==> src/hw/rtl/msw_pkg.sv <==
`default_nettype none

package msw_pkg;

  localparam int unsigned CNT_W   = 16;
  localparam int unsigned LOAD_W  = 10;
  localparam int unsigned LOW_W   = 4;
  localparam int unsigned FAULT_W = 6;
  localparam int unsigned GSTAT_W = 3;
  localparam int unsigned DRV_W   = 8;
  localparam int unsigned OP_W    = 2;
  localparam int unsigned CFG_IDX_W  = 3;
  localparam int unsigned CFG_DATA_W = 16;
  localparam int unsigned IN_DATA_W  = 24;
  localparam int unsigned OUT_DATA_W = 24;

  localparam logic [CNT_W-1:0]  CNT_MAX = '1;
  localparam logic [LOW_W-1:0]  LOW_MAX = '1;

  // register reset values
  localparam logic [LOAD_W-1:0] RST_STALL_THRESHOLD = LOAD_W'(50);
  localparam logic [CNT_W-1:0]  RST_DIAG_INTERVAL   = CNT_W'(2000);
  localparam logic [CNT_W-1:0]  RST_STALL_INTERVAL  = CNT_W'(100);
  localparam logic [CNT_W-1:0]  RST_RAMP_GRACE      = CNT_W'(300);
  localparam logic [LOW_W-1:0]  RST_DEBOUNCE_LIMIT  = LOW_W'(3);

  typedef enum logic [CFG_IDX_W-1:0] {
    REG_ENABLE          = 3'd0,
    REG_STALL_ENABLE    = 3'd1,
    REG_STALL_THRESHOLD = 3'd2,
    REG_DIAG_INTERVAL   = 3'd3,
    REG_STALL_INTERVAL  = 3'd4,
    REG_RAMP_GRACE      = 3'd5,
    REG_DEBOUNCE_LIMIT  = 3'd6
  } reg_idx_t;

  typedef enum logic [OP_W-1:0] {
    OP_TICK        = 2'd0,
    OP_CLEAR_STALL = 2'd1,
    OP_RESTART     = 2'd2
  } op_t;

  typedef struct packed {
    logic              enable;
    logic              stall_enable;
    logic [LOAD_W-1:0] stall_threshold;
    logic [CNT_W-1:0]  diag_interval;
    logic [CNT_W-1:0]  stall_interval;
    logic [CNT_W-1:0]  ramp_grace;
    logic [LOW_W-1:0]  debounce_limit;
  } cfg_t;

  typedef struct packed {
    logic [OP_W-1:0]    operation;
    logic               running;
    logic               homing;
    logic [LOAD_W-1:0]  load_reading;
    logic [GSTAT_W-1:0] global_status;
    logic [DRV_W-1:0]   driver_status;
    logic               crc_error;
  } item_t;

  typedef struct packed {
    logic               stalled;
    logic               stop_motor;
    logic               homing_stall;
    logic               diag_sampled;
    logic               clear_request;
    logic               reset_seen;
    logic [FAULT_W-1:0] fault_flags;
    logic               link_crc_flag;
    logic [LOAD_W-1:0]  last_reading;
  } result_t;

endpackage

`default_nettype wire

==> src/hw/rtl/msw_cfg_regs.sv <==
`default_nettype none

module msw_cfg_regs
  import msw_pkg::*;
(
  input  wire logic                  clk,
  input  wire logic                  rst,
  input  wire logic                  cfg_we,
  input  wire logic [CFG_IDX_W-1:0]  cfg_index,
  input  wire logic [CFG_DATA_W-1:0] cfg_data,
  output cfg_t                       cfg
);

  always_ff @(posedge clk) begin
    if (rst) begin
      cfg.enable          <= 1'b0;
      cfg.stall_enable    <= 1'b0;
      cfg.stall_threshold <= RST_STALL_THRESHOLD;
      cfg.diag_interval   <= RST_DIAG_INTERVAL;
      cfg.stall_interval  <= RST_STALL_INTERVAL;
      cfg.ramp_grace      <= RST_RAMP_GRACE;
      cfg.debounce_limit  <= RST_DEBOUNCE_LIMIT;
    end else if (cfg_we) begin
      unique case (cfg_index)
        REG_ENABLE:          cfg.enable          <= cfg_data[0];
        REG_STALL_ENABLE:    cfg.stall_enable    <= cfg_data[0];
        REG_STALL_THRESHOLD: cfg.stall_threshold <= cfg_data[LOAD_W-1:0];
        REG_DIAG_INTERVAL:   cfg.diag_interval   <= cfg_data[CNT_W-1:0];
        REG_STALL_INTERVAL:  cfg.stall_interval  <= cfg_data[CNT_W-1:0];
        REG_RAMP_GRACE:      cfg.ramp_grace      <= cfg_data[CNT_W-1:0];
        REG_DEBOUNCE_LIMIT:  cfg.debounce_limit  <= cfg_data[LOW_W-1:0];
        default: ; // unmapped index, write dropped
      endcase
    end
  end

endmodule

`default_nettype wire

==> src/hw/rtl/msw_core.sv <==
`default_nettype none

module msw_core
  import msw_pkg::*;
(
  input  wire logic  clk,
  input  wire logic  rst,
  input  wire cfg_t  cfg,
  input  wire logic  step,   // apply item this cycle
  input  wire item_t item,
  output result_t    res
);

  logic [CNT_W-1:0]   ramp_elapsed, ramp_elapsed_next;
  logic [CNT_W-1:0]   stall_elapsed, stall_elapsed_next;
  logic [CNT_W-1:0]   diag_elapsed, diag_elapsed_next;
  logic               was_running, was_running_next;
  logic [LOW_W-1:0]   low_count, low_count_next;
  logic               stall_latch, stall_latch_next;
  logic               reset_latch, reset_latch_next;
  logic [FAULT_W-1:0] fault_latch, fault_latch_next;
  logic               crc_latch, crc_latch_next;
  logic [LOAD_W-1:0]  reading_latch, reading_latch_next;

  logic [CNT_W-1:0] ramp_inc, stall_inc, diag_inc;
  logic [LOW_W-1:0] low_inc;
  logic             stop, hstall, sampled, clr;

  assign ramp_inc  = (ramp_elapsed  == CNT_MAX) ? ramp_elapsed  : ramp_elapsed  + 1'b1;
  assign stall_inc = (stall_elapsed == CNT_MAX) ? stall_elapsed : stall_elapsed + 1'b1;
  assign diag_inc  = (diag_elapsed  == CNT_MAX) ? diag_elapsed  : diag_elapsed  + 1'b1;
  assign low_inc   = (low_count == LOW_MAX) ? low_count : low_count + 1'b1;

  always_comb begin
    ramp_elapsed_next  = ramp_elapsed;
    stall_elapsed_next = stall_elapsed;
    diag_elapsed_next  = diag_elapsed;
    was_running_next   = was_running;
    low_count_next     = low_count;
    stall_latch_next   = stall_latch;
    reset_latch_next   = reset_latch;
    fault_latch_next   = fault_latch;
    crc_latch_next     = crc_latch;
    reading_latch_next = reading_latch;
    stop    = 1'b0;
    hstall  = 1'b0;
    sampled = 1'b0;
    clr     = 1'b0;

    unique case (item.operation)
      OP_TICK: begin
        ramp_elapsed_next  = ramp_inc;
        stall_elapsed_next = stall_inc;
        diag_elapsed_next  = diag_inc;
        if (cfg.enable) begin
          // move start restarts the ramp window
          if (item.running && !was_running) begin
            ramp_elapsed_next = '0;
          end
          was_running_next = item.running;

          if (diag_inc >= cfg.diag_interval) begin
            diag_elapsed_next = '0;
            sampled           = 1'b1;
            reset_latch_next  = item.global_status[0];
            crc_latch_next    = item.crc_error;
            fault_latch_next  = {item.driver_status[7:6], item.driver_status[3:0]};
            clr               = |item.global_status;
          end

          if (cfg.stall_enable && item.running &&
              ramp_elapsed_next > cfg.ramp_grace &&
              stall_inc >= cfg.stall_interval) begin
            stall_elapsed_next = '0;
            reading_latch_next = item.load_reading;
            if (item.load_reading <= cfg.stall_threshold) begin
              low_count_next = low_inc;
              if (low_inc >= cfg.debounce_limit) begin
                if (item.homing) begin
                  hstall = 1'b1;
                end else begin
                  stop             = 1'b1;
                  stall_latch_next = 1'b1;
                end
              end
            end else begin
              low_count_next = '0;
            end
          end
        end
      end
      OP_CLEAR_STALL: begin
        stall_latch_next = 1'b0;
        low_count_next   = '0;
      end
      OP_RESTART: begin
        ramp_elapsed_next = '0;
        low_count_next    = '0;
        was_running_next  = item.running;
      end
      default: ; // unused code: report latches only
    endcase
  end

  always_ff @(posedge clk) begin
    if (rst) begin
      ramp_elapsed  <= '0;
      stall_elapsed <= '0;
      diag_elapsed  <= '0;
      was_running   <= 1'b0;
      low_count     <= '0;
      stall_latch   <= 1'b0;
      reset_latch   <= 1'b0;
      fault_latch   <= '0;
      crc_latch     <= 1'b0;
      reading_latch <= '0;
    end else if (step) begin
      ramp_elapsed  <= ramp_elapsed_next;
      stall_elapsed <= stall_elapsed_next;
      diag_elapsed  <= diag_elapsed_next;
      was_running   <= was_running_next;
      low_count     <= low_count_next;
      stall_latch   <= stall_latch_next;
      reset_latch   <= reset_latch_next;
      fault_latch   <= fault_latch_next;
      crc_latch     <= crc_latch_next;
      reading_latch <= reading_latch_next;
    end
  end

  always_comb begin
    res.stalled       = stall_latch_next;
    res.stop_motor    = stop;
    res.homing_stall  = hstall;
    res.diag_sampled  = sampled;
    res.clear_request = clr;
    res.reset_seen    = reset_latch_next;
    res.fault_flags   = fault_latch_next;
    res.link_crc_flag = crc_latch_next;
    res.last_reading  = reading_latch_next;
  end

  a_pulse_excl: assert property (@(posedge clk) disable iff (rst)
    !(res.stop_motor && res.homing_stall))
    else $error("stop and homing stall fired together");

  a_stop_latches: assert property (@(posedge clk) disable iff (rst)
    step && res.stop_motor |=> stall_latch)
    else $error("stop pulse did not latch stalled");

  a_clear_low: assert property (@(posedge clk) disable iff (rst)
    step && (item.operation == OP_CLEAR_STALL || item.operation == OP_RESTART)
    |=> low_count == '0)
    else $error("command left low-sample count nonzero");

  a_poll_clears: assert property (@(posedge clk) disable iff (rst)
    step && res.diag_sampled |=> diag_elapsed == '0)
    else $error("poll did not restart diag timer");

endmodule

`default_nettype wire

==> src/hw/rtl/motor_stall_watchdog_unit.sv <==
// Motor stall watchdog: stall and driver-diagnostic supervisor, stepped by
// one beat per millisecond tick or per command.
// Input stream (s_*): s_tuser carries the operation (tick, clear stall,
// restart ramp timer); s_tdata carries the tick payload. Output stream
// (m_*): exactly one result beat per input beat, in order.
// Config port: cfg_we/cfg_index/cfg_data, one register per write, no
// read-back. Write only while the block is idle.
// A beat goes from the input register through the core into the result
// register and then shows on m_*. Throughput: one beat per cycle unless
// m_tready stalls; all per-beat work is one pass of counter increments
// and compares between the input and result registers.
// Stall: when m_tready is low the result register holds, the input register
// still takes one more beat, and s_tready then drops until the result
// drains (s_tready follows m_tready combinationally in that case).
// Reset (rst, synchronous): empties both registers, zeroes all timers and
// latches, restores the config registers to their defaults.
`default_nettype none

module motor_stall_watchdog_unit
  import msw_pkg::*;
(
  input  wire logic                  clk,
  input  wire logic                  rst,
  input  wire logic                  s_tvalid,
  output logic                       s_tready,
  // [0] running, [1] homing, [11:2] load_reading, [14:12] global_status,
  // [22:15] driver_status, [23] crc_error
  input  wire logic [IN_DATA_W-1:0]  s_tdata,
  // [1:0] operation
  input  wire logic [OP_W-1:0]       s_tuser,
  output logic                       m_tvalid,
  input  wire logic                  m_tready,
  // [0] stalled, [1] stop_motor, [2] homing_stall, [3] diag_sampled,
  // [4] clear_request, [5] reset_seen, [11:6] fault_flags,
  // [12] link_crc_flag, [22:13] last_reading, [23] zero
  output logic [OUT_DATA_W-1:0]      m_tdata,
  input  wire logic                  cfg_we,
  input  wire logic [CFG_IDX_W-1:0]  cfg_index,
  input  wire logic [CFG_DATA_W-1:0] cfg_data
);

  cfg_t    cfg;
  item_t   in_item;
  logic    in_valid;
  result_t core_res;
  result_t out_res;
  logic    advance;

  msw_cfg_regs u_cfg (
    .clk       (clk),
    .rst       (rst),
    .cfg_we    (cfg_we),
    .cfg_index (cfg_index),
    .cfg_data  (cfg_data),
    .cfg       (cfg)
  );

  // move input beat into the core when the result slot is free or draining
  assign advance  = in_valid && (!m_tvalid || m_tready);
  assign s_tready = !in_valid || advance;

  always_ff @(posedge clk) begin
    if (rst) begin
      in_valid <= 1'b0;
    end else if (s_tready) begin
      in_valid <= s_tvalid;
    end
  end

  always_ff @(posedge clk) begin
    if (s_tvalid && s_tready) begin
      in_item.operation     <= s_tuser;
      in_item.running       <= s_tdata[0];
      in_item.homing        <= s_tdata[1];
      in_item.load_reading  <= s_tdata[11:2];
      in_item.global_status <= s_tdata[14:12];
      in_item.driver_status <= s_tdata[22:15];
      in_item.crc_error     <= s_tdata[23];
    end
  end

  msw_core u_core (
    .clk  (clk),
    .rst  (rst),
    .cfg  (cfg),
    .step (advance),
    .item (in_item),
    .res  (core_res)
  );

  // result register
  always_ff @(posedge clk) begin
    if (rst) begin
      m_tvalid <= 1'b0;
    end else if (advance) begin
      m_tvalid <= 1'b1;
    end else if (m_tready) begin
      m_tvalid <= 1'b0;
    end
  end

  always_ff @(posedge clk) begin
    if (advance) begin
      out_res <= core_res;
    end
  end

  assign m_tdata = {1'b0, out_res.last_reading, out_res.link_crc_flag,
                    out_res.fault_flags, out_res.reset_seen,
                    out_res.clear_request, out_res.diag_sampled,
                    out_res.homing_stall, out_res.stop_motor, out_res.stalled};

endmodule

`default_nettype wire
==> config.mk <==
export PLATFORM = sky130hd
export DESIGN_NAME = motor_stall_watchdog_unit
export DESIGN_NICKNAME = d
export VERILOG_FILES = /design/src/hw/rtl/msw_pkg.sv /design/src/hw/rtl/msw_cfg_regs.sv /design/src/hw/rtl/msw_core.sv /design/src/hw/rtl/motor_stall_watchdog_unit.sv
export SDC_FILE = /design/constraint.sdc
export NUM_CORES = 1
export LEC_CHECK = 0
export BUFFER_PORTS_ARGS = -buffer_cell sky130_fd_sc_hd__buf_2
export CAP_MARGIN = 20
export CORE_MARGIN = 3
export CORE_UTILIZATION = 40
export CTS_CLUSTER_SIZE = 30
export DETAILED_ROUTE_END_ITERATION = 10
export HOLD_SLACK_MARGIN = 0.05
export PLACE_DENSITY = 0.64
export RECOVER_POWER = 50
export SETUP_SLACK_MARGIN = 0.2
export SYNTH_ARGS = -nofsm -noshare
export SYNTH_HDL_FRONTEND = slang
export SYNTH_SLANG_ARGS = --single-unit
==> constraint.sdc <==
create_clock -name clk -period 4.6 [get_ports clk]
set_input_delay 0.92 -clock clk [delete_from_list [all_inputs] [get_ports clk]]
set_output_delay 0.92 -clock clk [all_outputs]
set_load 0.01 [all_outputs]
; ---- Yosys cells after proc, flatten, opt, wreduce, memory -nomap -nowiden
; Index checks and enable logic that the tools add are counted.
; Widths: inputs -> output; s select.
[classes]
addsub = 4
magnitude_cmp = 5
eq_ne = 14
muxes = 42
reduce_logical = 32
[ops]
columns = operator, count
row1 = $mux 16, 11
row2 = $add 16x1->16 const B, 3
row3 = $eq 16x16->1 const B, 3
row4 = $ge 16x16->1, 2
row5 = $pmux 16 s2, 1
row6 = $mux 10, 3
row7 = $reduce_and 2->1, 10
row8 = $mux 6, 3
row9 = $mux 1, 17
row10 = $gt 16x16->1, 1
row11 = $mux 4, 4
row12 = $le 10x10->1, 1
row13 = $eq 3x3->1 const B, 3
row14 = $pmux 4 s2, 1
row15 = $eq 3x2->1 const B, 2
row16 = $logic_and 1x1->1, 6
row17 = $reduce_and 3->1, 2
row18 = $reduce_bool 2->1, 3
row19 = $reduce_and 5->1, 1
row20 = $add 4x1->4 const B, 1
row21 = $eq 4x4->1 const B, 1
row22 = $ge 4x4->1, 1
row23 = $pmux 1 s2, 2
row24 = $reduce_and 4->1, 1
row25 = 11 further kinds, 14
[word_totals]
register_bits = 187
in_bits = 50
output_inout_bits = 26

; ---- Depth between registers and ports, before layout
; Gate-level depths: netlist (run 1).
[depth]
depth_word = 11
mapped_depth = 18
mapped_depth_nobuf = 16

; ---- By module
; A second synthesis (run 1) with hierarchy kept.
[hier_totals]
hier_cells = 1060
hier_area_um2 = 10239.8
[by_module_without_submodules]
columns = mod, n_inst, cells_per_inst, area_each_um2, seq_area_each_um2
row1 = msw_core, 1, 750, 5987.0, 1441.4
row2 = msw_cfg_regs, 1, 249, 2666.3, 1281.2
row3 = motor_stall_watchdog_unit, 1, 61, 1586.5, 1511.4

; ---- Least setup slack after synthesis (run 1)
; No wires, ideal clock.
[synth_path]
path_kind = register -> register
startpoint = register u_core.ramp_elapsed[0]
endpoint = register out_res, in the netlist m_tdata[14] (data pin)
setup_time_ps = 260
t_arrival_ps = 3561
required_ps = 4340
setup_slack_ps = 779
path_stages_with_launch = 18
path_buffers = 2
period_less_slack_ps = 3821
cell_sequence = dfxtp_1 -> ha_1 -> and2_1 -> and3_1 -> and3_1 -> clkbuf_2 -> nor2_2 -> and3_1 -> xnor2_1 -> nor2_1 -> ha_1 -> nand4_1 -> or4_1 -> nand4_1 -> a31oi_4 -> nand3_1 -> buf_2 -> mux2_2
[synth_lines]
columns = element, line_no
row1 = start: declaration, msw_core.sv:14  ; logic [CNT_W-1:0] ramp_elapsed, ramp_elapsed_next;
row2 = start signal: assignment, msw_core.sv:118  ; ramp_elapsed <= ramp_elapsed_next;
row3 = end signal: assignment, motor_stall_watchdog_unit.sv:104  ; out_res <= core_res;
row4 = end: declaration, motor_stall_watchdog_unit.sv:46  ; result_t out_res;

; ---- Final worst setup path (run 1)
[layout_path]
startpoint = register u_core.ramp_elapsed[0]
endpoint = register u_core.low_count[0]
[layout_between]
elab_chain_cells = 10
[layout_lines]
columns = element, line_no
row1 = $add 16x1->16 / $eq 16x16->1 (equally long branches), msw_core.sv:29  ; assign ramp_inc = (ramp_elapsed == CNT_MAX) ? ramp_elapsed : ramp_elapsed + 1'b1;
row2 = $mux 16 (*), msw_core.sv:29
row3 = $mux 16 (*), msw_core.sv:57  ; if (item.running && !was_running) begin
row4 = $mux 16 (*), msw_core.sv:55  ; if (cfg.enable) begin
row5 = $mux 16 (*), msw_core.sv:50  ; unique case (item.operation)
row6 = $gt 16x16->1 (*), msw_core.sv:72  ; ramp_elapsed_next > cfg.ramp_grace &&
row7 = $logic_and 1x1->1 (*), msw_core.sv:71  ; if (cfg.stall_enable && item.running &&
row8 = $logic_and 1x1->1 (*), msw_core.sv:72
row9 = $ne 2x1->1 (no source line) (*), --
row10 = $reduce_and 4->1 (no source line) (*), --
row11 = end signal: assignment, msw_core.sv:122  ; low_count <= low_count_next;
row12 = end: declaration, msw_core.sv:18  ; logic [LOW_W-1:0] low_count, low_count_next;
; Mark *: on every way between the ends. The rest lies on a longest branch, timed or not. The select of a mux whose other input is x is not followed.
; A chain may end at the register's enable or synchronous reset.

==> results of run 1 <==
-- final cells by class --
class / instances / share of cell area (%)
clock buffer: 17 / 3.87
timing repair buffer: 92 / 4.35
clock inverter: 15 / 1.63
antenna: 1 / 0.0228
inverter: 71 / 2.43
sequential: 185 / 38.0
tap: 319 / 3.63
multi-input combinational: 789 / 46.1
-- cells by family after synthesis --
| family | after synthesis | synth area share (%) |
|---|---|---|
| and+or+nand+nor | 420 | 20.4 |
| muxes | 55 | 5.95 |
| buffers and inverters | 122 | 4.95 |
| other | 1 | 0.0387 |
| DFF | 185 | 43.0 |
| adders and majority gates | 70 | 9.03 |
| xor gates and xnor gates | 33 | 2.98 |
| AOI/OAI and AO/OA | 210 | 13.7 |
-- through the flow --
step / instances / setup slack, ns / power (mW) / util, %
global placement: 1453 / 0.471 / 1.98 / 43.8
CTS: 1485 / 0.411 / 3.48 / 46.4
global route: 1489 / 0.202 / 3.58 / 46.4
detailed placement: 1453 / 0.431 / 1.99 / 43.8
floorplan: 1096 / 0.779 / 1.90 / -
finish: 1489 / 0.438 / 3.44 / 46.4
-- layer usage --
layer,up-vias,wire length (um)
met4,2,396
met5,-,7
met3,26,852
met2,131,10800
met1,3530,10300
li1,3982,-
-- how the worst min path moves through the flow --
stage	to	slack, ns
global route	u_cfg.cfg[31]$_SDFFE_PP0P_	0.47
CTS	u_cfg.cfg[31]$_SDFFE_PP0P_	0.46
detailed placement	u_core.reset_latch$_SDFFE_PP0P_	0.45
finish	u_cfg.cfg[37]$_SDFFE_PP0P_	0.46
floorplan	u_core.crc_latch$_SDFFE_PP0P_	0.43
global placement	u_core.fault_latch[4]$_SDFFE_PP0P_	0.44
-- power by group --
| part | switching [mW] | internal (mW) | total [mW] | leakage, nW |
|---|---|---|---|---|
| Combinational | 0.141 | 0.0760 | 0.217 | 2.57 |
| Sequential | 0.0251 | 1.71 | 1.73 | 1.58 |
| Clock | 0.710 | 0.781 | 1.49 | 0.297 |
-- cell usage in the layout (no fill, tap or decap), types with 8 or more instances in the layout --
master and instances:
ha_1 70, and4_1 10, edfxtp_1 47, buf_4 13, o211ai_1 20, nand2_1 192
mux2i_1 34, nor2_1 67, nor3_1 19, nand3_1 40, a21oi_1 90, xor2_1 8
nand2b_1 13, dfxtp_1 138, o21ai_0 32, mux2_2 21, and3_1 21, and2_1 8
buf_2 61, clkbuf_1 17, clkbuf_16 17, xnor2_1 25, a22o_1 9, a31oi_1 15
inv_1 70, nand4_1 15
-- sequential cells by signal, summed over array words and instances (netlist names) --
signal,count
m_tvalid,1
m_tdata,23
u_core.crc_latch,1
in_valid,1
u_core.was_running,1
u_core.ramp_elapsed,16
u_core.diag_elapsed,16
u_cfg.cfg,64
u_core.low_count,4
u_core.fault_latch,6
u_core.reading_latch,10
in_item,24
u_core.stall_elapsed,16
u_core.stall_latch,1
u_core.reset_latch,1
-- worst max-delay path, stage by stage (launching register included) --
cell	delay [ns]
dfxtp_1	0.36
ha_1	0.25
and2_1	0.20
and3_1	0.18
and3_2	0.28
nor2_2	0.25
and3_1	0.25
xnor2_1	0.14
nor2_1	0.06
ha_1	0.29
nand4_1	0.14
a2111o_1	0.43
a31oi_4	0.28
nand2_4	0.21
a2111o_1	0.47
a32o_1	0.25
-- repair_timing --
| action | in CTS | in global routing |
|---|---|---|
| gates resized for setup | 0 | 3 |
| endpoints found under the setup margin | 0 | 13 |
| hold buffers | 0 | 0 |
==> results.yml, run 1 <==
critical_path:
  r2r_end: "u_core.low_count[0]$_SDFFE_PP0P_"
  critical_path_arrival_ns: 4.49
  r2r_cells: 15
  startpoint: "u_core.ramp_elapsed[0]$_SDFFE_PP0P_"
  endpoint_kind: "register"
  crit_type: "register to register"
  cp.required_ns: 4.93
  cp_max_fo: 18
  crit_path_end: "u_core.low_count[0]$_SDFFE_PP0P_"
  r2r_slack_ns: 0.44
  regToRegStartpoint: "u_core.ramp_elapsed[0]$_SDFFE_PP0P_"
  startpoint_type: "register"
clock_network:
  htreeDepth: 4
  cts_tree: "done"
  clkSinkCount: 185
  ctsRootBufferMaster: "clkbuf_16"
  clk_latency_ns: 0.44
  numCtsBuffers: 17
  postCtsSetupRepairBufs: 0
  path_clk_slew_ns: 0.07
  cts_max_path_buffers: 2
grt:
  grt_pass1_wl_mm: 37.0
  gr-usage-met3_pct: 3.44
  gr-usage-met1_pct: 22.6
  grt_use_total_pct: 17.5
  antenna_found_initial: 2
  grt_busiest_layer: "met2"
  grt_max_degree: 45
  grt_overflow: 0
  grt.met2_usage_pct: 29.7
  grt_pass1_vias: 7371
synthesis:
  avgSynthCellArea_um2: 8.85
  synth_edf_count: 47
  netlist_instances: 1096
  yosys.area.top_type: "dfxtp_1"
  yosysWarnings: 0
  ys_seq_area_share_pct: 43.0
  synth_most_common_cell: "nand2_1"
  synth_top_area_share_pct: 28.5
  ys_seq_elements: 185
  netlist_top_cells_area: "dfxtp_1 (28%), edfxtp_1 (15%), ha_1 (9.0%), nand2_1 (7.4%), a21oi_1 (4.6%)"
  syn_area_um2: 9700
  async_flop_share_pct: 0
  ys_types: 61
  synthFlopType: "dfxtp_1"
  synth_nets: 1216
  synth.top_cells.by_count: "nand2_1 (192), dfxtp_1 (138), a21oi_1 (90)"
drt:
  wire_per_inst_um: 15.0
  drcViolationCount: 0
  vias: 7671
  wl_mm: 22.4
  firstDrtPassIters: 5
  antenna_left: 0
  first_iter_violations: 539
  viasPerCell: 5.15
floorplan:
  fp-row-count: 56
  io_pins: 76
  fp.dieW_um: 162
  dieArea_um2: 26200
  floorplan.initialDensity_pct: 41.0
  die_h_um: 162
  coreArea_um2: 23700
outcome:
  status: "finished with violations"
  violations: "max-capacitance violations, max-slew violations"
timing:
  fmax_mhz: 240
  fin_skew_ns: 0.0103
  tightest_slew_ns: 2.09
  hold_ws_ns: 0.457
  period_share_pct: 90.5
  min_period_ns: 4.16
  maxSlewHeadroom_pct: -39.4
  rsz0062_at_grt: "false"
  finalHoldViolCount: 0
  slew_violations: 71
  setup_violations: 0
  tns_ns: 0
power_and_ir_drop:
  vdd_drop_max_mv: 0.247
  p_leak_nw: 4.44
  p_per_area_nw_per_um2: 313
placement:
  place_area_um2: 10400
  gp_congestion: 0.861
  io_buffers: 72
  dp_hpwl_mm: 16.1
final_layout:
  fin_nets: 1276
  drive_gt1_share_pct: 11.9
  fin_area_um2: 11000
  fillers: 2359
  area_growth_pct: 13.2
  regArea_um2: 4170
  multi_input_area_um2: 5060
min_path:
  worstHoldPathCells: 2
  hp-class: "register to register"
  min_from: "u_cfg.cfg[37]$_SDFFE_PP0P_"
run:
  drv_cap: 2
Power figures use the tool's default switching activity.
==> inputs of run 2 (changes only) <==
Settings changed: CORE_MARGIN 3 to 2, CTS_BUF_LIST set to sky130_fd_sc_hd__clkbuf_16.
==> results.yml, run 2 (synthesized netlist as in run 1, its figures left out) <==
critical_path:
  cp_max_fo: 18
  slowest_delay_ns: 0.46
  crit_slowest_cell: "a2111o_1"
  endpoint_kind: "register"
  startpoint_type: "register"
  r2r_cells: 15
  path_cells: "ha_1, and2_1, and3_1, nand3_1, nand2b_1, nor2_1, xnor2_1, nor2_1, ha_1, nand4_1, a2111o_1, a31oi_4, nand2_4, a2111o_1, a32o_1"
  cp.required_ns: 4.91
  crit_type: "register to register"
  critical_path_arrival_ns: 4.46
outcome:
  violations: "max-capacitance violations, max-slew violations"
  status: "finished with violations"
final_layout:
  top_register: "u_cfg.cfg"
  fillers: 2331
  drive_gt1_share_pct: 10.8
  layout_common_cells: "nand2_1 (192), dfxtp_1 (138), a21oi_1 (90)"
  antenna_cells: 0
  area_growth_pct: 12.7
  fin_nets: 1275
  layout_commonest_cell: "nand2_1"
  largest_register_ffs: 64
power_and_ir_drop:
  p_sw_share_pct: 24.8
  p_leak_nw: 4.40
  p_per_area_nw_per_um2: 309
  p_int_mw: 2.54
  clkPwrFrac_pct: 42.4
  seq_power_share_pct: 51.2
  p_sw_mw: 0.839
  power_frac_comb_pct: 6.4
  vdd_drop_max_mv: 0.239
grt:
  antenna_found_initial: 0
  grt_max_degree: 53
  grt_use_total_pct: 17.7
  grt_overflow: 0
  grt_pass1_wl_mm: 37.1
  grt_pass1_vias: 7297
timing:
  fin_skew_ns: 0.0124
  slew_violations: 53
  period_share_pct: 90.2
  min_period_ns: 4.15
  tightest_slew_ns: 2.57
  rsz0062_at_grt: "false"
  finalHoldViolCount: 0
  tns_ns: 0
  setup_violations: 0
  maxSlewHeadroom_pct: -71.6
  fmax_mhz: 241
  layout_setup_ws_ns: 0.450
min_path:
  worstHoldPathCells: 2
  hp-class: "register to register"
floorplan:
  io_pins: 76
  coreArea_um2: 23600
  floorplan.initialDensity_pct: 41.1
  fp.dieW_um: 160
  fp-row-count: 56
  die_h_um: 160
  dieArea_um2: 25500
drt:
  wire_per_inst_um: 15.1
  firstDrtPassIters: 5
  vias: 7742
  antenna_left: 0
  drcViolationCount: 0
  first_iter_violations: 418
  viasPerCell: 5.21
  wl_mm: 22.4
clock_network:
  cts_max_path_buffers: 2
  numCtsBuffers: 17
  postCtsSetupRepairBufs: 0
  cts_tree: "done"
  clk_latency_ns: 0.43
  clkSinkCount: 185
  ctsRootBufferMaster: "clkbuf_16"
  path_clk_slew_ns: 0.07
  htreeDepth: 4
placement:
  dpl_worst_slack_ns: 0.434
  gp_congestion: 0.855
  io_buffers: 72
  dp_hpwl_mm: 16.2
run:
  drv_cap: 1
## run 2: final timing paths
check                                            from                               end  slack, ns
setup reg to reg  u_core.ramp_elapsed[0]$_SDFFE_PP0P_  u_core.low_count[0]$_SDFFE_PP0P_       0.45
setup / recovery  u_core.ramp_elapsed[0]$_SDFFE_PP0P_  u_core.low_count[0]$_SDFFE_PP0P_       0.45
hold reg to reg            u_cfg.cfg[38]$_SDFFE_PP0P_        u_cfg.cfg[38]$_SDFFE_PP0P_       0.46
hold / removal             u_cfg.cfg[38]$_SDFFE_PP0P_        u_cfg.cfg[38]$_SDFFE_PP0P_       0.46
## run 2: final cells by class
cell class,count,area (um2),area share (%)
sequential,185,4170,38.2
timing repair buffer,91,458,4.19
tap,319,399,3.65
inverter,71,267,2.44
clock inverter,15,148,1.35
clock buffer,17,425,3.89
multi-input combinational,789,5060,46.3
## run 2: critical path: cells and delay by family, from the launching register on
| family | cells | cell delay [ns] |
|---|---|---|
| adders and majority gates | 2 | 0.55 |
| and+or+nand+nor | 8 | 1.40 |
| DFF | 1 | 0.42 |
| AOI/OAI and AO/OA | 4 | 1.44 |
| xor gates and xnor gates | 1 | 0.22 |
## run 2: repair_timing
item	CTS	global route
hold buffers	0	0
endpoints found under the setup margin	0	13
hold endpoints to repair	0	0
gates resized for setup	0	3
## run 2: per-stage QoR
stage	hold slack, ns	util [%]	cells	total power, mW	area, um2
5_1_grt	0.475	46.3	1487	3.51	10900
4_1_cts	0.458	46.4	1487	3.42	11000
3_5_place_dp	0.445	44.0	1455	1.99	10400
2_1_floorplan	0.432	-	1096	1.90	9700
3_3_place_gp	0.439	44.0	1455	1.98	10400
6_report	0.455	46.3	1487	3.38	10900
## run 2: per-layer routing
layer,global-route usage (%),part of all wire [%],vias to the layer above
met4,5.00,1.5,0
met2,31.1,49,112
met3,2.94,2.9,23
met1,22.5,47,3652
met5,0,0,-
li1,-,-,3955
## run 2: power groups by stage
stage	registers, mW	logic, mW	clock network, mW
final	1.73	0.216	1.43
after global routing	1.74	0.243	1.53
after CTS	1.73	0.221	1.47
after detailed placement	1.77	0.219	0
after global placement	1.77	0.214	0
after floorplan	1.76	0.134	0
==> inputs of run 3 (changes only) <==
Settings changed: PLACE_DENSITY 0.64 to 0.63.
==> results.yml, run 3 (synthesized netlist as in run 1, its figures left out) <==
grt:
  grt_pass1_wl_mm: 36.9
  grt_use_total_pct: 17.8
  grt_overflow: 0
  grt_max_degree: 43
  antenna_found_initial: 0
  grt_pass1_vias: 7260
final_layout:
  regArea_um2: 4180
  fillers: 2294
  largest_register_ffs: 64
  drive_gt1_share_pct: 11.3
  area_growth_pct: 13.3
  antenna_cells: 0
  fin_nets: 1274
  top_register: "u_cfg.cfg"
  layout_commonest_cell: "nand2_1"
  multi_input_area_um2: 5080
  layout_common_cells: "nand2_1 (192), dfxtp_1 (137), a21oi_1 (90)"
timing:
  fin_skew_ns: 0.0101
  slew_violations: 26
  finalHoldViolCount: 0
  maxSlewHeadroom_pct: -1.95
  layout_setup_ws_ns: 0.478
  period_share_pct: 89.6
  rsz0062_at_grt: "false"
  tightest_slew_ns: 1.53
  fmax_mhz: 243
  min_period_ns: 4.12
  setup_violations: 0
  tns_ns: 0
floorplan:
  die_h_um: 160
  fp-row-count: 56
  dieArea_um2: 25500
  io_pins: 76
  fp.dieW_um: 160
  floorplan.initialDensity_pct: 41.1
  coreArea_um2: 23600
power_and_ir_drop:
  p_per_area_nw_per_um2: 316
  vdd_drop_max_mv: 0.265
  p_leak_nw: 4.40
clock_network:
  path_clk_slew_ns: 0.07
  clk_latency_ns: 0.44
  clkSinkCount: 185
  ctsRootBufferMaster: "clkbuf_16"
  numCtsBuffers: 17
  htreeDepth: 4
  cts_tree: "done"
  cts_max_path_buffers: 2
critical_path:
  r2r_slack_ns: 0.48
  crit_buf_inv: 0
  crit_slowest_cell: "a2111o_1"
  path_cells: "ha_1, and2_1, and3_1, and3_2, nor2_4, and3_1, xnor2_1, nor2_1, ha_1, nand4_1, a2111o_1, a31oi_4, nand2_8, a2111o_1, a32o_1"
  r2r_end: "u_core.low_count[0]$_SDFFE_PP0P_"
  endpoint_kind: "register"
  r2r_cells: 15
  startpoint_type: "register"
  crit_type: "register to register"
  regToRegStartpoint: "u_core.ramp_elapsed[0]$_SDFFE_PP0P_"
  slowest_delay_ns: 0.46
  cp_top_family: "compound AO/OA/AOI/OAI gates"
  cp_max_fo: 18
  cp.required_ns: 4.93
  critical_path_arrival_ns: 4.45
outcome:
  status: "finished with violations"
  violations: "max-capacitance violations, max-slew violations"
min_path:
  worstHoldPathCells: 2
  hold_end: "u_cfg.cfg[41]$_SDFFE_PP0P_"
  hp-class: "register to register"
  min_from: "u_cfg.cfg[41]$_SDFFE_PP0P_"
drt:
  firstDrtPassIters: 5
  wl_mm: 22.4
  vias: 7703
  wire_per_inst_um: 15.1
  antenna_left: 0
  viasPerCell: 5.18
  drcViolationCount: 0
  first_iter_violations: 550
placement:
  dpl_worst_slack_ns: 0.416
  dp_hpwl_mm: 15.8
  gp_congestion: 0.881
  io_buffers: 72
run:
  drv_cap: 1
==> run 3: worst max-delay path by stage <==
stage                     slack, ns  depth (start not counted)                          endpoint                                start
after floorplan                0.78                         17             m_tdata[14]$_DFFE_PP_  u_core.ramp_elapsed[0]$_SDFFE_PP0P_
after global placement         0.43                         15  u_core.low_count[0]$_SDFFE_PP0P_  u_core.ramp_elapsed[0]$_SDFFE_PP0P_
after detailed placement       0.42                         15  u_core.low_count[0]$_SDFFE_PP0P_  u_core.ramp_elapsed[0]$_SDFFE_PP0P_
after CTS                      0.40                         15  u_core.low_count[0]$_SDFFE_PP0P_  u_core.ramp_elapsed[0]$_SDFFE_PP0P_
after global routing           0.17                         15              m_tdata[0]$_DFFE_PP_  u_core.ramp_elapsed[4]$_SDFFE_PP0P_
final                          0.48                         15  u_core.low_count[0]$_SDFFE_PP0P_  u_core.ramp_elapsed[0]$_SDFFE_PP0P_
==> run 3: layout make-up <==
class                           instances  share of cell area, %
Clock inverter                         15                   1.68
Timing Repair Buffer                   90                   4.18
Inverter                               71                   2.42
Clock buffer                           17                   3.87
Tap cell                              319                   3.63
Sequential cell                       185                   38.0
Multi-Input combinational cell        789                   46.2
==> run 3: per-layer routing <==
layer | track usage (%) | part of all wire, %
met5 | 0 | 0
met4 | 5.25 | 1.5
met3 | 2.73 | 3.5
met2 | 30.2 | 48
met1 | 23.4 | 47
==> run 3: power breakdown <==
group          switching, mW  internal (mW)
registers             0.0254           1.71
clock network          0.703          0.825
logic                  0.141         0.0744
==> run 3: metrics by stage <==
step | instance area (um2) | power, mW | hold slack, ns | std cells | util [%]
6_report | 11000 | 3.47 | 0.455 | 1486 | 46.6
5_1_grt | 11000 | 3.61 | 0.470 | 1486 | 46.6
4_1_cts | 11000 | 3.50 | 0.458 | 1483 | 46.5
3_5_place_dp | 10400 | 1.98 | 0.447 | 1451 | 43.9
3_3_place_gp | 10400 | 1.98 | 0.440 | 1451 | 43.9
2_1_floorplan | 9700 | 1.90 | 0.432 | 1096 | -
==> run 3: worst register-to-register path, delay by kind of cell, from the launching register on <==
family / cells / cell delay [ns]
and+or+nand+nor: 8 / 1.47
xor gates and xnor gates: 1 / 0.15
DFF: 1 / 0.36
AOI/OAI and AO/OA: 4 / 1.50
adders and majority gates: 2 / 0.54
==> run 3: what timing repair did <==
item                                    4_1_cts  5_1_grt
endpoints found under the setup margin        0       16
hold buffers                                  0        0
buffers inserted                              0        0
gates resized for setup                       0        7
